===== src/dvf_pkg.sv =====
// Shared types and constants for the 32-by-16 divider with flags and timing.
package dvf_pkg;

   // One restoring step per cell, one cell per quotient bit.
   localparam int NUM_CELLS = 16;

   // Cycle figures of the modeled divider, in half units where noted.
   localparam logic [7:0] CYC_ZERO_DIV   = 8'd38;
   localparam logic [7:0] CYC_UNS_OVF    = 8'd10;
   localparam logic [6:0] HALF_UNS_BASE  = 7'd38;
   localparam logic [6:0] HALF_SGN_EARLY = 7'd8;
   localparam logic [6:0] HALF_SGN_DNEG  = 7'd61;
   localparam logic [6:0] HALF_SGN_PNEG  = 7'd63;
   localparam logic [6:0] HALF_SGN_PPOS  = 7'd60;

   // Largest quotient magnitude that still fits when the quotient is negative.
   localparam logic [15:0] NEG_QUO_LIMIT = 16'h8000;

   // Request fields.
   typedef struct packed {
      logic        is_signed;
      logic [31:0] dividend;
      logic [15:0] divisor;
      logic        n_in;
      logic        z_in;
   } req_type;

   // Result fields.
   typedef struct packed {
      logic [31:0] dest_word;
      logic        dest_written;
      logic        flag_n;
      logic        flag_z;
      logic        flag_v;
      logic        flag_c;
      logic        zero_divide;
      logic [7:0]  core_cycles;
   } rsp_type;

   // Work carried from cell to cell along the divider chain.
   typedef struct packed {
      logic        is_signed;
      logic        neg_num;
      logic        neg_den;
      logic        zero_div;
      logic        ovf16;
      logic        early15;
      logic        n_in;
      logic        z_in;
      logic [15:0] aden;
      logic [15:0] rem;
      logic [15:0] low;
      logic [15:0] quo;
      logic [4:0]  acc;
   } stage_type;

endpackage


===== src/dvf_prep.sv =====
// Front stage: operand magnitudes and early range checks.
module dvf_prep (
   input  logic                clock,
   input  logic                reset,
   input  logic                in_valid,
   input  dvf_pkg::req_type    in_req,
   output logic                out_valid,
   output dvf_pkg::stage_type  out_stage
);

   logic               valid_ff;
   dvf_pkg::stage_type stage_ff;
   dvf_pkg::stage_type stage_in;
   logic               neg_num;
   logic               neg_den;
   logic [31:0]        anum;
   logic [15:0]        aden;

   // Take magnitudes of signed operands and test whether the quotient fits.
   always_comb begin
      neg_num = in_req.is_signed & in_req.dividend[31];
      neg_den = in_req.is_signed & in_req.divisor[15];
      anum    = neg_num ? (~in_req.dividend) + 32'd1 : in_req.dividend;
      aden    = neg_den ? (~in_req.divisor) + 16'd1 : in_req.divisor;

      stage_in.is_signed = in_req.is_signed;
      stage_in.neg_num   = neg_num;
      stage_in.neg_den   = neg_den;
      stage_in.zero_div  = (in_req.divisor == 16'd0);
      stage_in.ovf16     = (anum[31:16] >= aden);
      stage_in.early15   = (anum[31:15] >= {1'b0, aden});
      stage_in.n_in      = in_req.n_in;
      stage_in.z_in      = in_req.z_in;
      stage_in.aden      = aden;
      stage_in.rem       = anum[31:16];
      stage_in.low       = anum[15:0];
      stage_in.quo       = 16'd0;
      stage_in.acc       = 5'd0;
   end

   always_ff @(posedge clock) begin
      if (reset) begin
         valid_ff <= 1'b0;
      end else begin
         valid_ff <= in_valid;
      end
   end

   always_ff @(posedge clock) begin
      stage_ff <= stage_in;
   end

   assign out_valid = valid_ff;
   assign out_stage = stage_ff;

endmodule


===== src/dvf_cell.sv =====
// One restoring division step with its share of the cycle count.
module dvf_cell (
   input  logic                clock,
   input  logic                reset,
   input  logic                count_en,
   input  logic                in_valid,
   input  dvf_pkg::stage_type  in_stage,
   output logic                out_valid,
   output dvf_pkg::stage_type  out_stage
);

   logic               valid_ff;
   dvf_pkg::stage_type stage_ff;
   dvf_pkg::stage_type stage_in;
   logic [16:0]        shifted;
   logic [16:0]        diff;
   logic               ge;
   logic               top;
   logic [1:0]         inc;

   // Shift in the next dividend bit and subtract the divisor when it fits.
   always_comb begin
      shifted = {in_stage.rem, in_stage.low[15]};
      diff    = shifted - {1'b0, in_stage.aden};
      ge      = (shifted >= {1'b0, in_stage.aden});
      top     = in_stage.rem[15];

      // Unsigned timing counts by the shifted-out bit; signed counts zero bits.
      if (!count_en) begin
         inc = 2'd0;
      end else if (in_stage.is_signed) begin
         inc = ge ? 2'd0 : 2'd1;
      end else if (top) begin
         inc = 2'd0;
      end else begin
         inc = ge ? 2'd1 : 2'd2;
      end

      stage_in     = in_stage;
      stage_in.rem = ge ? diff[15:0] : shifted[15:0];
      stage_in.low = {in_stage.low[14:0], 1'b0};
      stage_in.quo = {in_stage.quo[14:0], ge};
      stage_in.acc = in_stage.acc + {3'd0, inc};
   end

   always_ff @(posedge clock) begin
      if (reset) begin
         valid_ff <= 1'b0;
      end else begin
         valid_ff <= in_valid;
      end
   end

   always_ff @(posedge clock) begin
      stage_ff <= stage_in;
   end

   assign out_valid = valid_ff;
   assign out_stage = stage_ff;

endmodule


===== src/dvf_final.sv =====
// Final stage: sign correction, overflow, flags and cycle count.
module dvf_final (
   input  logic                clock,
   input  logic                reset,
   input  logic                in_valid,
   input  dvf_pkg::stage_type  in_stage,
   output logic                out_valid,
   output dvf_pkg::rsp_type    out_rsp
);

   logic             valid_ff;
   dvf_pkg::rsp_type rsp_ff;
   dvf_pkg::rsp_type rsp_in;
   logic             q_neg;
   logic [15:0]      q16;
   logic [15:0]      r16;
   logic             ovf;
   logic [6:0]       half;
   logic [7:0]       cycles;

   always_comb begin
      // Restore the signs of quotient and remainder.
      q_neg = in_stage.neg_num ^ in_stage.neg_den;
      q16   = q_neg ? (~in_stage.quo) + 16'd1 : in_stage.quo;
      r16   = in_stage.neg_num ? (~in_stage.rem) + 16'd1 : in_stage.rem;

      // A signed quotient must also fit the 16-bit two's complement range.
      ovf = in_stage.ovf16 |
            (in_stage.is_signed &
             (q_neg ? (in_stage.quo > dvf_pkg::NEG_QUO_LIMIT) : in_stage.quo[15]));

      // Cycle count, kept in half units until the final doubling.
      if (in_stage.is_signed) begin
         if (in_stage.early15) begin
            half = dvf_pkg::HALF_SGN_EARLY + {6'd0, in_stage.neg_num};
         end else if (in_stage.neg_den) begin
            half = dvf_pkg::HALF_SGN_DNEG + {6'd0, in_stage.neg_num} + {2'd0, in_stage.acc};
         end else if (in_stage.neg_num) begin
            half = dvf_pkg::HALF_SGN_PNEG + {2'd0, in_stage.acc};
         end else begin
            half = dvf_pkg::HALF_SGN_PPOS + {2'd0, in_stage.acc};
         end
      end else begin
         half = dvf_pkg::HALF_UNS_BASE + {2'd0, in_stage.acc};
      end

      if (in_stage.zero_div) begin
         cycles = dvf_pkg::CYC_ZERO_DIV;
      end else if (!in_stage.is_signed && in_stage.ovf16) begin
         cycles = dvf_pkg::CYC_UNS_OVF;
      end else begin
         cycles = {half, 1'b0};
      end

      // Pick the outcome: zero divide, overflow or a written result.
      rsp_in.flag_c      = 1'b0;
      rsp_in.core_cycles = cycles;
      if (in_stage.zero_div) begin
         rsp_in.dest_word    = 32'd0;
         rsp_in.dest_written = 1'b0;
         rsp_in.flag_n       = 1'b0;
         rsp_in.flag_z       = 1'b0;
         rsp_in.flag_v       = 1'b0;
         rsp_in.zero_divide  = 1'b1;
      end else if (ovf) begin
         rsp_in.dest_word    = 32'd0;
         rsp_in.dest_written = 1'b0;
         rsp_in.flag_n       = in_stage.n_in;
         rsp_in.flag_z       = in_stage.z_in;
         rsp_in.flag_v       = 1'b1;
         rsp_in.zero_divide  = 1'b0;
      end else begin
         rsp_in.dest_word    = {r16, q16};
         rsp_in.dest_written = 1'b1;
         rsp_in.flag_n       = q16[15];
         rsp_in.flag_z       = (q16 == 16'd0);
         rsp_in.flag_v       = 1'b0;
         rsp_in.zero_divide  = 1'b0;
      end
   end

   always_ff @(posedge clock) begin
      if (reset) begin
         valid_ff <= 1'b0;
      end else begin
         valid_ff <= in_valid;
      end
   end

   always_ff @(posedge clock) begin
      rsp_ff <= rsp_in;
   end

   assign out_valid = valid_ff;
   assign out_rsp   = rsp_ff;

endmodule


===== src/div32by16_flags_timing_unit.sv =====
// Top level of the pipelined 32-by-16 divider with flags and timing count.
//
//   channel   handshake          payload     direction
//   request   start / busy       req_data    in
//   response  rsp_strobe         rsp_data    out
//
// A request is taken at any edge where start is high; busy is always low.
// Each request passes a front stage, a chain of 16 divider cells (one
// quotient bit per cell) and a final stage, each registered, with one
// request per cycle sustained. The response shows for one cycle under
// rsp_strobe; the receiver cannot stall it. Synchronous reset empties the chain.
module div32by16_flags_timing_unit (
   input  logic              clock,
   input  logic              reset,
   input  logic              start,
   output logic              busy,
   input  dvf_pkg::req_type  req_data,
   output logic              rsp_strobe,
   output dvf_pkg::rsp_type  rsp_data
);

   logic               valid_chain [dvf_pkg::NUM_CELLS+1];
   dvf_pkg::stage_type stage_chain [dvf_pkg::NUM_CELLS+1];

   // The pipeline never holds off a request.
   assign busy = 1'b0;

   dvf_prep u_prep (
      .clock     (clock),
      .reset     (reset),
      .in_valid  (start),
      .in_req    (req_data),
      .out_valid (valid_chain[0]),
      .out_stage (stage_chain[0])
   );

   // Chain of restoring cells; the last one does not add to the timing count.
   for (genvar i = 0; i < dvf_pkg::NUM_CELLS; i++) begin : g_cell
      dvf_cell u_cell (
         .clock     (clock),
         .reset     (reset),
         .count_en  ((i < dvf_pkg::NUM_CELLS - 1) ? 1'b1 : 1'b0),
         .in_valid  (valid_chain[i]),
         .in_stage  (stage_chain[i]),
         .out_valid (valid_chain[i+1]),
         .out_stage (stage_chain[i+1])
      );
   end

   dvf_final u_final (
      .clock     (clock),
      .reset     (reset),
      .in_valid  (valid_chain[dvf_pkg::NUM_CELLS]),
      .in_stage  (stage_chain[dvf_pkg::NUM_CELLS]),
      .out_valid (rsp_strobe),
      .out_rsp   (rsp_data)
   );

`ifndef SYNTHESIS
   // Every request comes out a fixed number of cycles later.
   a_latency: assert property (@(posedge clock) disable iff (reset)
      start |-> ##18 rsp_strobe)
      else $error("response missing at fixed latency");

   // Written result, overflow and zero divide exclude each other.
   a_outcome: assert property (@(posedge clock) disable iff (reset)
      rsp_strobe |-> $onehot0({rsp_data.dest_written, rsp_data.flag_v,
                               rsp_data.zero_divide}))
      else $error("conflicting response outcome");

   // Reset empties the whole chain.
   a_reset: assert property (@(posedge clock)
      $past(reset) |-> !rsp_strobe)
      else $error("response right after reset");

   // A response that is not written carries an empty word.
   a_unwritten: assert property (@(posedge clock) disable iff (reset)
      rsp_strobe && !rsp_data.dest_written |-> rsp_data.dest_word == 32'd0)
      else $error("unwritten response carries data");
`endif

endmodule


===== config.mk =====
export PLATFORM = sky130hd
export DESIGN_NAME = div32by16_flags_timing_unit
export DESIGN_NICKNAME = d
export VERILOG_FILES = /design/src/dvf_pkg.sv /design/src/dvf_prep.sv /design/src/dvf_cell.sv /design/src/dvf_final.sv /design/src/div32by16_flags_timing_unit.sv
export SDC_FILE = /design/constraint.sdc
export NUM_CORES = 2
export LEC_CHECK = 0
export ABC_AREA = 1
export ABC_CLOCK_PERIOD_IN_PS = 5900
export BUFFER_PORTS_ARGS = -buffer_cell sky130_fd_sc_hd__buf_2
export CELL_PAD_IN_SITES_DETAIL_PLACEMENT = 1
export CELL_PAD_IN_SITES_GLOBAL_PLACEMENT = 2
export CORE_MARGIN = 2
export CORE_UTILIZATION = 45
export CTS_BUF_LIST = sky130_fd_sc_hd__clkbuf_4 sky130_fd_sc_hd__clkbuf_8
export DETAILED_ROUTE_END_ITERATION = 16
export PLACE_DENSITY = 0.92
export RECOVER_POWER = 50
export SYNTH_ARGS = -nofsm -noshare
export SYNTH_HDL_FRONTEND = slang
export SYNTH_SLANG_ARGS = --single-unit

===== constraint.sdc =====
create_clock -name clock -period 5.9 [get_ports clock]
set_clock_uncertainty 0.1 [all_clocks]
set_input_delay 0.885 -clock clock [delete_from_list [all_inputs] [get_ports clock]]
set_output_delay 0.885 -clock clock [all_outputs]
set_load 0.03 [all_outputs]

==> results.txt <==
The total of cells resized after clock tree synthesis came out at 0. The wire length of the first global-routing pass came out at between 150,000 and 200,000 um. The kind of end point of the critical path is a flop.

After floorplanning, the core was sized to cover roughly 0.095 mm^2. The number of optimization iterations in the first detailed-route pass came out at 4. The instance area at placement came out at roughly 0.045 mm^2. Pin placement for this block handled between 100 and 150 I/O pins. The clock slew seen by the registers of the worst setup and hold paths is about 60 ps. The routed length per placed instance came out at ~16 um. The area share of the leading cell type in the synthesized netlist came out at about 50%.

In this run the tool buffered the top-level ports with 98 buffer cells. The effective utilization at floorplan came out at 45.4%. The via count of the first global-routing pass is about 33,000. Traced cell by cell, the critical path runs through inv_1 > ha_1 > nand2_1 > nor2_1 > nand3_1 > nor4_1 > nor3_1 > nand2_4 > inv_2 > nand2_1 > nand2_1 > inv_1 > ha_1 > inv_1 > fa_1 > nor2_1 > xor2_1. The delay of the slowest critical-path stage is between 400 and 500 ps. In this run the number of H-tree levels came out at 4. The detailed-routing wirelength on met1 came out at around 44,000 um.

For the worst setup path, the data required time is around 6600 ps. The worst setup path is of the reg2reg kind. The number of antenna violations at the first check in global routing came to 3. STA classifies the critical path startpoint as a flop.

The total count of hold-check failures in the final report came to 0. The slowest library cell on the worst path is nor4_1. The setup slack of the critical path after layout is around 2300 ps. Summing internal, switching and leakage power gives between 30,000 and 40,000 uW. Synthesis handed over a netlist of 4,698 instances. Headroom to the max-slew limit came out at around 46%.

The post-route standard cell area excluding fillers came out at approximately 0.05 mm^2. The average cell area after synthesis came out at ~9 um^2. For this run, the leading register cell type out of synthesis is dfxtp_1.

The maximum resistive drop on vdd is roughly 0.00025 V. By count the netlist is led by dfxtp_1, nand2_1, inv_1. The root buffer cell is clkbuf_8. TritonCTS built the clock tree. The count of maximum capacitance violations came out at 0.

The biggest fanout along the worst timing path is 32. The final period utilization is 60.6%. The number of remaining DRC errors is 0.

The routed wire length on met3 is approximately 3000 um. Yosys attributes the largest share of cell area to dfxtp_1, ha_1, nand2_1. The die boundary width is 314 um. The HPWL reported at the end of detailed placement is approximately 80,000 um. The antenna violation net count after detailed routing is 0. The most common cell in the synthesized netlist is dfxtp_1.

The pre-CTS setup slack came out at 1810 ps. The clock reaches the later pin of the worst-skew pair after approximately 860 ps. The number of slew-limit violations in the final report came out at 0. The floorplan step set the die height to approximately 310 um. The area growth from synthesis to layout came out at 12.6%. The power density of the placed cells came out at 629 mW/mm^2. The met2 wire length is about 52,000 um. The row count is ~110. Counting flops and latches in the post-synthesis netlist gives between 1,000 and 1,500.

The class of the tightest hold or removal check is in2reg. After the first detailed-routing iteration, the DRC count stood at 1,047. The post-route setup TNS came out at 0 ps.

The overall die area is roughly 0.098 mm^2. The overall track demand over capacity in global routing is between 20% and 30%. Based on the critical path, the design can be clocked at up to about 280 MHz. Routability-driven placement finished with a final weighted congestion of around 0.87. The number of synthesized flops with an enable pin came out at 0. The top routing layer in use is met4. For this run, the post-layout net count is approximately 5,300. The overflow left after global routing came out at 0. In the synthesized netlist the async set-or-reset flop fraction comes to 0%. The sink count of the clock tree is between 1,000 and 1,500.

The cell area that synthesis handed to floorplanning was 0.0431 mm^2. The final critical delay including setup and external delays came out at roughly 3600 ps. For this run, the number of Yosys warnings is 0. Setup violations remaining at the end of the flow were counted as 0. The largest buffer count on any clock path is 3. The worst hold slack across all endpoints is 123 ps. Setup repair after global routing left no endpoint under its margin. The number of buffers inserted by post-CTS setup repair came out at 0. The largest total area in the synthesized netlist belongs to dfxtp_1. Entering global routing, the biggest net connects 33 pins. The actual transition at the worst max-transition pin is 814 ps. The total via count in the routed design is between 30,000 and 40,000. The average vias per placed instance came out at 4.82. The distinct cell type count of the synthesized netlist is 56. The leakage power of the design came out at between 0.02 and 0.025 uW. Buffers inserted during clock tree synthesis total between 150 and 200. The run finished with clean final reports. The total wire length after detailed routing is approximately 100,000 um. Data on the critical path arrives at its endpoint at about 4200 ps. Cells with a size suffix above 1 make up between 10% and 20% of the layout. The sequential area share after synthesis is 49.8%.
cells by family (layout without fill, tap and decap cells):
kind of cell / Yosys count / in the layout / synth area share [%]
buf+inv: 679 / 1032 / 6.80
other cells: 1 / 5 / 0.00869
flops: 1072 / 1072 / 49.8
compound gates: 740 / 740 / 10.8
xor+xnor: 308 / 308 / 6.25
simple gates: 1540 / 1540 / 15.5
fa+ha+maj: 358 / 358 / 10.9
routing by layer:
metal	global-route usage, %	vias up
met1	24.7	14407
met3	3.44	168
li1	-	15538
met2	38.9	355
met5	0	-
met4	6.46	0
worst max-delay path: cells and delay by family, from the launching register on:
| kind | cells | cell delay (ps) |
|---|---|---|
| adders and majority gates | 3 | 910 |
| DFF | 1 | 370 |
| buffers and inverters | 4 | 420 |
| xor gates and xnor gates | 1 | 160 |
| and+or+nand+nor | 9 | 1520 |
cells in the final DEF (no fill, tap or decap), drive strengths merged, types with 26 or more instances in the layout:
cell,synthesis,layout
a21boi,27,27
a21oi,218,218
buf,59,100
clkbuf,7,270
clkinv,1,26
dfxtp,1072,1072
fa,30,30
ha,328,328
inv,612,624
nand2,989,989
nand3,121,121
nand4,26,26
nor2,299,299
nor3,56,56
o21ai,372,372
o21bai,31,31
xnor2,134,134
xor2,174,174
power breakdown:
group	internal [uW]	total [uW]	switching, uW
logic	4890	12900	7980
clock network	3920	6960	3050
registers	9470	10700	1220
total	18300	30500	12300
per-stage QoR:
step                utilization, %  instances
global placement              47.0       6002
global route                  51.1       6319
finish                        51.1       6320
detailed placement            47.0       6002
CTS                           51.1       6318
floorplan                        -       4700
registers in the layout, summed over array words and instances (netlist names):
name                     count
g_cell.u_cell.out_valid     16
u_prep.out_stage            56
u_final.out_valid            1
u_final.out_rsp             44
g_cell.u_cell.out_stage    954
u_prep.out_valid             1
area by class of cell:
cell class              instances  area (um^2)
fillers                     11042        46400
flip-flops and latches       1072        21500
multi-input cells            2949        18700
clock buffers                 267         3350
inverters                     613         2320
well taps                    1265         1580
clock inverters                47          556
repair buffers                105          544
diodes                          2         5.00
repair_timing:
item / 4_1_cts / 5_1_grt
endpoints found under the hold margin: 2 / 0
hold buffers: 2 / 0
setup endpoints to repair: 0 / 0
worst paths after layout:
path / from / end / slack, ps / cells past startpoint
setup / recovery: g_cell[6].u_cell.out_stage[59] / g_cell[7].u_cell.out_stage[4] / 2320 / 17
hold / removal: req_data[18] / u_prep.out_stage[21] / 120 / 1
setup reg to reg: g_cell[6].u_cell.out_stage[59] / g_cell[7].u_cell.out_stage[4] / 2320 / 17
hold reg to reg: g_cell[8].u_cell.out_stage[11] / g_cell[9].u_cell.out_stage[12] / 210 / 0
Power figures use the tool's default switching activity.
